File: config.mk
export PLATFORM = sky130hd
export DESIGN_NAME = first_fit_bitmap_allocator_core
export DESIGN_NICKNAME = d
export VERILOG_FILES = /design/src/design/ffba_pkg.sv /design/src/design/ffba_datapath.sv /design/src/design/ffba_ctrl.sv /design/src/design/first_fit_bitmap_allocator_core.sv
export SDC_FILE = /design/constraint.sdc
export NUM_CORES = 2
export LEC_CHECK = 0
export BUFFER_PORTS_ARGS = -buffer_cell sky130_fd_sc_hd__buf_2
export CORE_MARGIN = 2
export CORE_UTILIZATION = 26
export DETAILED_ROUTE_END_ITERATION = 7
export HOLD_SLACK_MARGIN = 0.03
export SLEW_MARGIN = 5
export SYNTH_ARGS = -nofsm -noshare
export SYNTH_HDL_FRONTEND = slang
export SYNTH_SLANG_ARGS = --single-unit
File: constraint.sdc
create_clock -name clk_i -period 87 [get_ports clk_i]
set_input_delay 13.05 -clock clk_i [delete_from_list [all_inputs] [get_ports clk_i]]
set_output_delay 13.05 -clock clk_i [all_outputs]
set_load 0.01 [all_outputs]
File: src/design/ffba_pkg.sv
// shared types and constants of the first-fit bitmap allocator
`default_nettype none

package ffba_pkg;

  localparam int unsigned STORE_UNITS_DEF = 1024;
  localparam int unsigned LEN_W = 11;
  localparam int unsigned POS_W = 10;

  typedef enum logic {
    OP_ALLOC = 1'b0,
    OP_FREE  = 1'b1
  } op_e;

  typedef struct packed {
    logic             cmd;
    logic [LEN_W-1:0] run_length;
    logic [POS_W-1:0] free_start;
  } in_item_t;

  typedef struct packed {
    logic             failed;
    logic [POS_W-1:0] position;
    logic [LEN_W-1:0] granted_length;
  } out_item_t;

  // controller to datapath
  typedef struct packed {
    logic load;
    logic scan;
    logic mark_init;
    logic wr_en;
    logic wr_val;
    logic set_fail;
    logic out_load;
  } dp_cmd_t;

  // datapath to controller
  typedef struct packed {
    logic op_free;
    logic alloc_bad;
    logic free_bad;
    logic free_empty;
    logic found;
    logic scan_end;
    logic wr_last;
    logic clr_last;
    logic out_free;
  } dp_stat_t;

endpackage

`default_nettype wire

File: src/design/ffba_datapath.sv
// usage map memory, scan counters and result register of the allocator
`default_nettype none

module ffba_datapath #(
  parameter int unsigned STORE_UNITS = ffba_pkg::STORE_UNITS_DEF
) (
  input  wire logic               clk_i,
  input  wire logic               rst_ni,
  input  wire ffba_pkg::in_item_t in_data_i,
  input  wire ffba_pkg::dp_cmd_t  cmd_i,
  output ffba_pkg::dp_stat_t      stat_o,
  output logic                    out_valid_o,
  input  wire logic               out_stall_i,
  output ffba_pkg::out_item_t     out_data_o
);
  import ffba_pkg::*;

  localparam int unsigned AW = $clog2(STORE_UNITS);
  localparam int unsigned CNT_W = $clog2(STORE_UNITS + 1);
  localparam int unsigned IW = (CNT_W > POS_W) ? CNT_W : POS_W;
  localparam int unsigned SW = ((IW > LEN_W) ? IW : LEN_W) + 1;
  localparam logic [SW-1:0] STORE_S = SW'(STORE_UNITS);
  localparam logic [IW-1:0] STORE_I = IW'(STORE_UNITS);
  localparam logic [IW-1:0] LAST_I = IW'(STORE_UNITS - 1);

  logic map_mem [STORE_UNITS];

  logic             op_q;
  logic             fail_q;
  logic [LEN_W-1:0] len_q;
  logic [IW-1:0]    base_q;
  logic [IW-1:0]    addr_q;
  logic [CNT_W-1:0] cnt_q;
  logic             rd_vld_q;
  logic             rd_data_q;
  logic [IW-1:0]    rd_idx_q;
  logic             out_valid_q;
  out_item_t        out_q;

  logic             issue;
  logic             hit;
  logic [SW-1:0]    end_s;
  logic             res_ok;

  assign issue  = cmd_i.scan && (addr_q < STORE_I);
  assign hit    = rd_vld_q && !rd_data_q && ((SW'(cnt_q) + SW'(1)) == SW'(len_q));
  assign end_s  = SW'(base_q) + SW'(len_q);
  assign res_ok = !fail_q && (op_q == OP_ALLOC);

  always_comb begin
    stat_o.op_free    = (op_q == OP_FREE);
    stat_o.alloc_bad  = (len_q == '0) || (SW'(len_q) > STORE_S);
    stat_o.free_bad   = (end_s > STORE_S);
    stat_o.free_empty = (len_q == '0);
    stat_o.found      = hit;
    stat_o.scan_end   = rd_vld_q && (rd_idx_q == LAST_I) && !hit;
    stat_o.wr_last    = ((SW'(addr_q) + SW'(1)) == end_s);
    stat_o.clr_last   = (addr_q == LAST_I);
    stat_o.out_free   = !out_valid_q || !out_stall_i;
  end

  // map memory: one write and one registered read port
  always_ff @(posedge clk_i) begin
    if (cmd_i.wr_en) begin
      map_mem[addr_q[AW-1:0]] <= cmd_i.wr_val;
    end
    if (issue) begin
      rd_data_q <= map_mem[addr_q[AW-1:0]];
    end
  end

  always_ff @(posedge clk_i or negedge rst_ni) begin
    if (!rst_ni) begin
      addr_q      <= '0;
      rd_vld_q    <= 1'b0;
      out_valid_q <= 1'b0;
    end else begin
      rd_vld_q <= issue;
      if (cmd_i.load) begin
        addr_q <= (in_data_i.cmd == OP_FREE) ? IW'(in_data_i.free_start) : '0;
      end else if (cmd_i.mark_init) begin
        addr_q <= base_q;
      end else if (issue || cmd_i.wr_en) begin
        addr_q <= addr_q + IW'(1);
      end
      if (cmd_i.out_load) begin
        out_valid_q <= 1'b1;
      end else if (!out_stall_i) begin
        out_valid_q <= 1'b0;
      end
    end
  end

  always_ff @(posedge clk_i) begin
    if (issue) begin
      rd_idx_q <= addr_q;
    end
    if (cmd_i.load) begin
      op_q   <= in_data_i.cmd;
      len_q  <= in_data_i.run_length;
      fail_q <= 1'b0;
      cnt_q  <= '0;
      base_q <= (in_data_i.cmd == OP_FREE) ? IW'(in_data_i.free_start) : '0;
    end else begin
      if (cmd_i.set_fail) begin
        fail_q <= 1'b1;
      end
      if (cmd_i.scan && rd_vld_q) begin
        if (rd_data_q) begin
          cnt_q  <= '0;
          base_q <= rd_idx_q + IW'(1);
        end else begin
          cnt_q <= cnt_q + CNT_W'(1);
        end
      end
    end
    if (cmd_i.out_load) begin
      out_q.failed         <= fail_q;
      out_q.position       <= res_ok ? POS_W'(base_q) : '0;
      out_q.granted_length <= res_ok ? len_q : '0;
    end
  end

  assign out_valid_o = out_valid_q;
  assign out_data_o  = out_q;

endmodule

`default_nettype wire

File: src/design/ffba_ctrl.sv
// sequencing state machine of the allocator
`default_nettype none

module ffba_ctrl (
  input  wire logic               clk_i,
  input  wire logic               rst_ni,
  input  wire logic               in_valid_i,
  output logic                    in_stall_o,
  input  wire ffba_pkg::dp_stat_t stat_i,
  output ffba_pkg::dp_cmd_t       cmd_o
);
  import ffba_pkg::*;

  localparam logic [2:0] ST_CLEAR    = 3'd0;
  localparam logic [2:0] ST_IDLE     = 3'd1;
  localparam logic [2:0] ST_DISPATCH = 3'd2;
  localparam logic [2:0] ST_SCAN     = 3'd3;
  localparam logic [2:0] ST_WRITE    = 3'd4;
  localparam logic [2:0] ST_DONE     = 3'd5;

  logic [2:0] state_q;
  logic [2:0] state_d;

  always_comb begin
    state_d    = state_q;
    cmd_o      = '0;
    in_stall_o = 1'b1;
    case (state_q)
      ST_CLEAR: begin
        cmd_o.wr_en = 1'b1;
        if (stat_i.clr_last) begin
          state_d = ST_IDLE;
        end
      end
      ST_IDLE: begin
        in_stall_o = 1'b0;
        if (in_valid_i) begin
          cmd_o.load = 1'b1;
          state_d    = ST_DISPATCH;
        end
      end
      ST_DISPATCH: begin
        if (stat_i.op_free) begin
          if (stat_i.free_bad) begin
            cmd_o.set_fail = 1'b1;
            state_d        = ST_DONE;
          end else if (stat_i.free_empty) begin
            state_d = ST_DONE;
          end else begin
            state_d = ST_WRITE;
          end
        end else if (stat_i.alloc_bad) begin
          cmd_o.set_fail = 1'b1;
          state_d        = ST_DONE;
        end else begin
          state_d = ST_SCAN;
        end
      end
      ST_SCAN: begin
        cmd_o.scan = 1'b1;
        if (stat_i.found) begin
          cmd_o.mark_init = 1'b1;
          state_d         = ST_WRITE;
        end else if (stat_i.scan_end) begin
          cmd_o.set_fail = 1'b1;
          state_d        = ST_DONE;
        end
      end
      ST_WRITE: begin
        cmd_o.wr_en  = 1'b1;
        cmd_o.wr_val = !stat_i.op_free;
        if (stat_i.wr_last) begin
          state_d = ST_DONE;
        end
      end
      ST_DONE: begin
        if (stat_i.out_free) begin
          cmd_o.out_load = 1'b1;
          state_d        = ST_IDLE;
        end
      end
      default: begin
        state_d = ST_IDLE;
      end
    endcase
  end

  always_ff @(posedge clk_i or negedge rst_ni) begin
    if (!rst_ni) begin
      state_q <= ST_CLEAR;
    end else begin
      state_q <= state_d;
    end
  end

endmodule

`default_nettype wire

File: src/design/first_fit_bitmap_allocator_core.sv
// one transaction at a time; input is stalled until the result is loaded for output
// a refused length or range, or an allocate with no fit, returns a failed result
// allocate scans the map serially for the first fitting run, then marks it; free clears its run
// reset: asynchronous, active low; a clearing pass then zeroes the map
// and input stays stalled until it ends
`default_nettype none

module first_fit_bitmap_allocator_core #(
  parameter int unsigned STORE_UNITS = ffba_pkg::STORE_UNITS_DEF
) (
  input  wire logic                clk_i,
  input  wire logic                rst_ni,
  input  wire logic                in_valid_i,
  output logic                     in_stall_o,
  input  wire ffba_pkg::in_item_t  in_data_i,
  output logic                     out_valid_o,
  input  wire logic                out_stall_i,
  output ffba_pkg::out_item_t      out_data_o
);
  import ffba_pkg::*;

  // command and status bundles between sequencer and datapath
  dp_cmd_t  dp_cmd;
  dp_stat_t dp_stat;

  // sequencer: clear pass, dispatch, scan, mark/free sweep, result hand-off
  ffba_ctrl u_ctrl (
    .clk_i      (clk_i),
    .rst_ni     (rst_ni),
    .in_valid_i (in_valid_i),
    .in_stall_o (in_stall_o),
    .stat_i     (dp_stat),
    .cmd_o      (dp_cmd)
  );

  // map memory, run counter and output register
  ffba_datapath #(
    .STORE_UNITS (STORE_UNITS)
  ) u_datapath (
    .clk_i       (clk_i),
    .rst_ni      (rst_ni),
    .in_data_i   (in_data_i),
    .cmd_i       (dp_cmd),
    .stat_o      (dp_stat),
    .out_valid_o (out_valid_o),
    .out_stall_i (out_stall_i),
    .out_data_o  (out_data_o)
  );

  // a failed transaction never reports a position or a length
  a_fail_zero: assert property (@(posedge clk_i) disable iff (!rst_ni)
    out_valid_o && out_data_o.failed |->
      (out_data_o.position == '0) && (out_data_o.granted_length == '0))
    else $error("failed result carries nonzero position or length");

  // a granted run never exceeds the store
  a_grant_fits: assert property (@(posedge clk_i) disable iff (!rst_ni)
    out_valid_o && !out_data_o.failed |-> (out_data_o.granted_length <= STORE_UNITS))
    else $error("granted length exceeds store size");

  // scan and map write never overlap
  a_scan_no_write: assert property (@(posedge clk_i) disable iff (!rst_ni)
    !(dp_cmd.scan && dp_cmd.wr_en))
    else $error("scan and map write in the same cycle");

endmodule

`default_nettype wire
# [Word-level counts from Yosys, hierarchy flattened]
# Memories as Yosys holds them, arrays and structs flattened. A register that Yosys moved wholly into a read port is not among the register bits.
# Index checks and enable logic that the tools add are counted.
[classes] add_sub_neg=6 n_lt_le_gt_ge=3 n_eq_ne=15 n_mux=38 bitwise_logic=1 n_reduce_logical=24
[op_table] operator="two-way mux 11 bit" n=7
[op_table] operator="adder 11 x 1 -> 11 bit (second input constant)" n=3
[op_table] operator="two-way mux 3 bit" n=9
[op_table] operator="adder 11 x 1 -> 12 bit (second input constant)" n=2
[op_table] operator="== test 11 x 10 -> 1 bit (second input constant)" n=2
[op_table] operator="two-way mux 1 bit" n=18
[op_table] operator="case mux 3 bit (6 select lines)" n=1
[op_table] operator="adder 11 x 11 -> 12 bit" n=1
[op_table] operator="== test 12 x 11 -> 1 bit" n=1
[op_table] operator="== test 12 bit" n=1
[op_table] operator="> comparator 12 x 11 -> 1 bit (second input constant)" n=1
[op_table] operator="> comparator 11 bit (second input constant)" n=1
[op_table] operator="logical NOT 11 bit" n=1
[op_table] operator="less-than comparator 11 bit (second input constant)" n=1
[op_table] operator="two-way mux 10 bit" n=1
[op_table] operator="!= test 2 bit (second input constant)" n=4
[op_table] operator="logical AND 1 bit" n=7
[op_table] operator="== test 3 x 2 -> 1 bit (second input constant)" n=2
[op_table] operator="== test 3 bit (second input constant)" n=2
[op_table] operator="logical NOT 1 bit" n=6
[op_table] operator="AND reduction 5 bit" n=1
[op_table] operator="nonzero test 2 bit" n=2
[op_table] operator="== test 3 x 1 -> 1 bit (second input constant)" n=1
[op_table] operator="logical NOT 3 bit" n=1
[op_table] operator="other kinds (9)" n=11
[word_totals] regBits=84 ram_bits=1024 inputBits=26 out_inout_bits=24 elab_cells=101 memories=1
[mem_list] name="u_datapath.map_mem" words=1024 word_bits=1 rd=1 rd_clocked_by_memory_dff=1 write_ports=1 line="ffba_datapath.sv:26" rtl="logic map_mem [STORE_UNITS];"

# [Depth between registers and ports, before layout]
[depth] depth_word=10 ltp_mapped=12 ltp_nobuf=10

# [Cells and area by module]
# A second synthesis with hierarchy kept.
[unflattened] hier_cells=3817 hier_area_um2=49097.1
[by_module_without_submodules] mod="ffba_datapath" instances=1 cells_per_inst=3776 area_each_um2=48770.5 seq_area_each_um2=33026.7
[by_module_without_submodules] mod="ffba_ctrl" instances=1 cells_per_inst=41 area_each_um2=326.6 seq_area_each_um2=75.1

# [Least setup slack after synthesis]
# OpenSTA, ideal clock, no wires.
[synth_path] path_type="reg-to-reg" from="register u_ctrl.state_q[2]" to="memory u_datapath.map_mem[0] (data pin)" setup_time_ps=11412 arrival_ps=58481 t_required_ps=75588 path_slack_ps=17107 path_stages_with_launch=3 n_path_buf=1 period_less_slack_ps=69893 path_cell_list="dfrtp_1 clkbuf_1 nor4b_1"
[synth_rtl] element="from (decl)" line="ffba_ctrl.sv:21" rtl="logic [2:0] state_q;"
[synth_rtl] element="from (signal assigned)" line="ffba_ctrl.sv:92" rtl="state_q <= state_d;"
[synth_rtl] element="to (decl)" line="ffba_datapath.sv:26"

# [Final worst setup path]
[layout_path] from="input in_valid_i" to="register u_datapath.addr_q[2]"
[layout_between] elab_chain_cells=3 elab_cells_between_ends=4 cone_classes="3 x mux; 1 x reduce/logical"
[layout_lines] element="from (decl)" line="first_fit_bitmap_allocator_core.sv:13" rtl="input wire logic in_valid_i,"
[layout_lines] element="two-way mux 1 bit (*)" line="ffba_ctrl.sv:37" rtl="if (in_valid_i) begin"
[layout_lines] element="two-way mux 1 bit (*)" line="ffba_ctrl.sv:28" rtl="case (state_q)"
[layout_lines] element="nonzero test 3 bit (no source line) / two-way mux 11 bit (equally long branches)"
[layout_lines] element="to (signal assigned)" line="ffba_datapath.sv:80" rtl="addr_q <= (in_data_i.cmd == OP_FREE) ? IW'(in_data_i.free_start) : '0;"
[layout_lines] element="to (signal assigned)" line="ffba_datapath.sv:82" rtl="addr_q <= base_q;"
[layout_lines] element="to (signal assigned)" line="ffba_datapath.sv:84" rtl="addr_q <= addr_q + IW'(1);"
[layout_lines] element="to (decl)" line="ffba_datapath.sv:32" rtl="logic [IW-1:0] addr_q;"
# Every way passes the cells marked *; elsewhere a longest branch is shown, timed or not.
# A chain may end at the register's enable or synchronous reset.

==> results.txt <==
----------------------------------------------------
[Yosys]
  Largest cells by area after synthesis ... edfxtp_1 66%, nor2_1 8.4%, mux4_2 8.1%, mux2i_1 3.5%, clkbuf_1 2.0%
  Register bit total from synthesis ... approximately 1,100
  Unique masters post-synth ... 77
  Library cell occupying the most area in the post-synthesis netlist ... edfxtp_1
  Post-synth top flop ... edfxtp_1
  Area of the mapped netlist ... around 50,000 um2
  Share of synthesized registers carrying an async set or reset ... 0.0144
  Sequential share of the synthesized area ... 0.677
  Commonest cells post-synth ... 1,093 x nor2_1, 1,081 x edfxtp_1, 262 x clkbuf_1
  Post-Syn Nets ... 3,648
  Synthesized area per cell ... between 10 and 15 um2
  Number of warning messages in the yosys log ... 0
  Post-synth top area share ... 0.664
  Count of mapped cells out of synthesis ... roughly 3,600
  Most repeated cell in the gate-level netlist after synthesis ... nor2_1
  Number of enable flip-flop cells after synthesis ... 1,081

[Pwr]
  Power consumption ... 0.00159 W
  Leakage ... 16.9 nW
  Power Dens Cells ... 28.6 nW/um2
  VDD IR max ... around 41 uV

[Timing]
  Worst hold slack ... 518 ps
  Slew Limit Headroom ... 0.103
  Unrepaired setup endpoints after global routing ... false
  Transition time at the pin with the least slew margin ... 1340 ps
  Total negative slack ... 0 ps
  Min Clock Period, post-route ... 14,950 ps
  Final critical-path setup slack ... about 72,000 ps
  Post-route fraction of the period consumed by the critical path ... 0.172
  Setup violators final ... 0
  Count of endpoints failing hold in the final timing report ... 0
  Final number of max-transition violations ... 0
  Worst clock skew ... 81.6 ps
  Upper clock frequency limit ... 0.0669 GHz

[Route]
  Routed wire length ... 141,000 um
  Vias per cell ... 5.04
  Total via count after detailed routing ... 30,760
  Number of nets with antenna violations after detailed routing ... 0
  First-pass iteration count of the detailed router ... 5
  Drt drc ... 0
  Detailed Route Iter0 Violations ... 3,955
  Wire length per cell after detailed routing ... approximately 23 um

[GRT]
  GRT Resource Usage Total ... 0.143
  Vias in the first global route ... 29,703
  First-pass GRT wire length ... 204,000 um
  Pin count of the biggest net entering global routing ... 312
  Number of antenna violations at the first check in global routing ... 4
  Total gr overflow ... 0

[Worst setup path]
  CP max FO ... 38
  Critical path startpoint category ... primary input
  Number of buffer and inverter stages on the critical path ... 2
  Logic depth of the worst setup path including buffers ... 8
  Critical Path Source ... in_valid_i
  Destination of the critical timing path ... u_datapath.addr_q[2]
  Cell family contributing the most delay on the critical path ... simple AND/OR/NAND/NOR gates
  Cell breakdown of the critical path ... buf_2 -> nand2b_1 -> or3_1 -> inv_2 -> nor3_1 -> and2_1 -> or2_0 -> o211ai_2
  Arrival @ worst endpoint ... ~16,000 ps
  Endpoint of the lowest-slack register-to-register path ... u_datapath.rd_data_q
  Category of the worst setup path capture point ... flip-flop
  Slowest stage delay, CP ... 580 ps
  Logic depth of the worst register-to-register path ... 11
  Critical-path cell with the highest stage delay ... inv_2
  Flop2flop setup slack ... 81,320 ps
  Start-to-end type of the worst setup path ... in2reg
  Req. time, crit path ... 87,570 ps
  FF-to-FF Start ... u_datapath.addr_q[1]

[Final layout]
  Post-Layout Inst Area ... approximately 55,000 um2
  Area growth from synthesis to layout ... 13.4%
  Sequential cell area in the final layout ... 33,100 um2
  Final net count ... about 3,600
  Proportion of layout cells with a drive suffix above 1 ... 0.152
  Diode insertion count for antenna repair ... 0
  Multi-input logic area ... 14,600 um2
  Fill cell total of the finished layout ... 18,827

[Place]
  Final GP Congestion ... 0.812
  Placement Cell Area ... ~52,000 um2
  Port Buffer Count ... 49
  Placed wire-length estimate ... 75,200 um
  Pre-CTS WS ... 71,330 ps

[Job]
  Max Cap Violations ... 0

[CTS]
  Clock latency on the worst-skew pair ... 730 ps
  H-tree depth reported by CTS ... 3
  Cts hold-fix bufs ... 0
  Root buffer selected by CTS ... clkbuf_16
  Clock buffers created by TritonCTS ... 114
  Deepest clock path buffer count ... 3
  CTS tree ... yes
  Num Clock Sinks ... 1,109
  Post-cts gate resize count ... 0
  Register clock-pin slew on the reported worst setup and hold paths ... 60 ps
  Post-CTS Setup Inserts ... 0

[Floorplan]
  Die Outline Area ... between 150,000 and 200,000 um2
  Ports placed on the boundary ... 50
  Site Rows ... roughly 160
  Chip height ... 438 um
  Core region area ... 187,000 um2
  Starting utilization of the core area ... 0.261
  Width of the die ... around 440 um

[Hold path]
  Worst Hold Class ... reg2reg
  Instance count along the most critical hold path ... 2

[Run status]
  Status ... complete, no violations

----------------------------------------------------
==> per-layer routing <==
metal,up-vias,global-route usage,share of wire
li1,13007,-,-
met1,16105,0.197,0.41
met2,1416,0.231,0.47
met3,230,0.0248,0.089
met4,2,0.0405,0.028
met5,-,0,0.000078
==> power by group <==
group          switching, W  total (W)  leakage (nW)  internal, W
sequential        0.0000213   0.000644          10.3     0.000623
clock              0.000211   0.000488          1.79     0.000277
combinational      0.000296   0.000456          4.78     0.000160
total              0.000528    0.00159          16.9      0.00106
==> per-stage QoR <==
stage / instances / utilization
3_5_place_dp: 5897 / 0.276
2_1_floorplan: 3604 / -
4_1_cts: 6108 / 0.296
5_1_grt: 6108 / 0.296
3_3_place_gp: 5897 / 0.276
6_report: 6108 / 0.296
==> worst min path at each step <==
stage                          from                      to  slack [ps]
2_1_floorplan  u_datapath.addr_q[5]  u_datapath.rd_idx_q[5]         420
3_3_place_gp   u_datapath.cnt_q[10]    u_datapath.cnt_q[10]         490
3_5_place_dp   u_datapath.cnt_q[10]    u_datapath.cnt_q[10]         510
4_1_cts        u_datapath.cnt_q[10]    u_datapath.cnt_q[10]         520
5_1_grt        u_datapath.cnt_q[10]    u_datapath.cnt_q[10]         550
6_report       u_datapath.cnt_q[10]    u_datapath.cnt_q[10]         520
==> registers in the layout, summed over array words and instances, names as in the netlist <==
signal and cells:
u_datapath.rd_vld_q 1, u_datapath.op_q 1, u_datapath.base_q 11, u_datapath.out_valid_o 1, u_datapath.cnt_q 11, u_datapath.addr_q 11
u_datapath.out_data_o 22, u_datapath.rd_idx_q 11, u_datapath.fail_q 1, u_datapath.rd_data_q 1, u_datapath.map_mem 1024, u_datapath.len_q 11
u_ctrl.state_q 3
==> layout by cell type, fill, tap and decap left out, drive strengths merged, types with 29 or more instances in the layout <==
cell type / synthesis / layout
nand2: 145 / 145
clkinv: 1 / 54
o21ai: 51 / 51
mux2i: 172 / 172
clkbuf: 262 / 139
a21oi: 40 / 40
nor2: 1093 / 1093
buf: 64 / 124
edfxtp: 1081 / 1081
nand3: 29 / 29
a22oi: 46 / 46
mux4: 176 / 176
and2: 30 / 30
o22ai: 66 / 66
==> cell families (layout without fill, tap and decap cells) <==
group                      after synthesis  count (layout)  share of synthesized area
and+or+nand+nor                       1435            1435                      0.121
DFF                                   1109            1109                      0.677
muxes                                  368             368                      0.121
buffers and inverters                  339             348                     0.0275
AOI/OAI and AO/OA                      288             288                     0.0395
xor gates and xnor gates                47              47                    0.00898
adders and majority gates               18              18                    0.00476
==> cell type report <==
class,instances,share of cell area
flip-flops and latches,1109,0.597
multi-input cells,2156,0.264
well taps,2495,0.0563
repair buffers,124,0.0155
clock inverters,72,0.0128
inverters,13,0.000880
clock buffers,139,0.0539
==> worst reg2reg max path, delay by kind of cell (launching register included) <==
family | cells | cell delay [ps]
flops | 1 | 770
compound gates | 2 | 570
simple gates | 4 | 880
buf+inv | 4 | 2630
mux | 1 | 470
No activity file was read; power rests on OpenSTA's default activity.
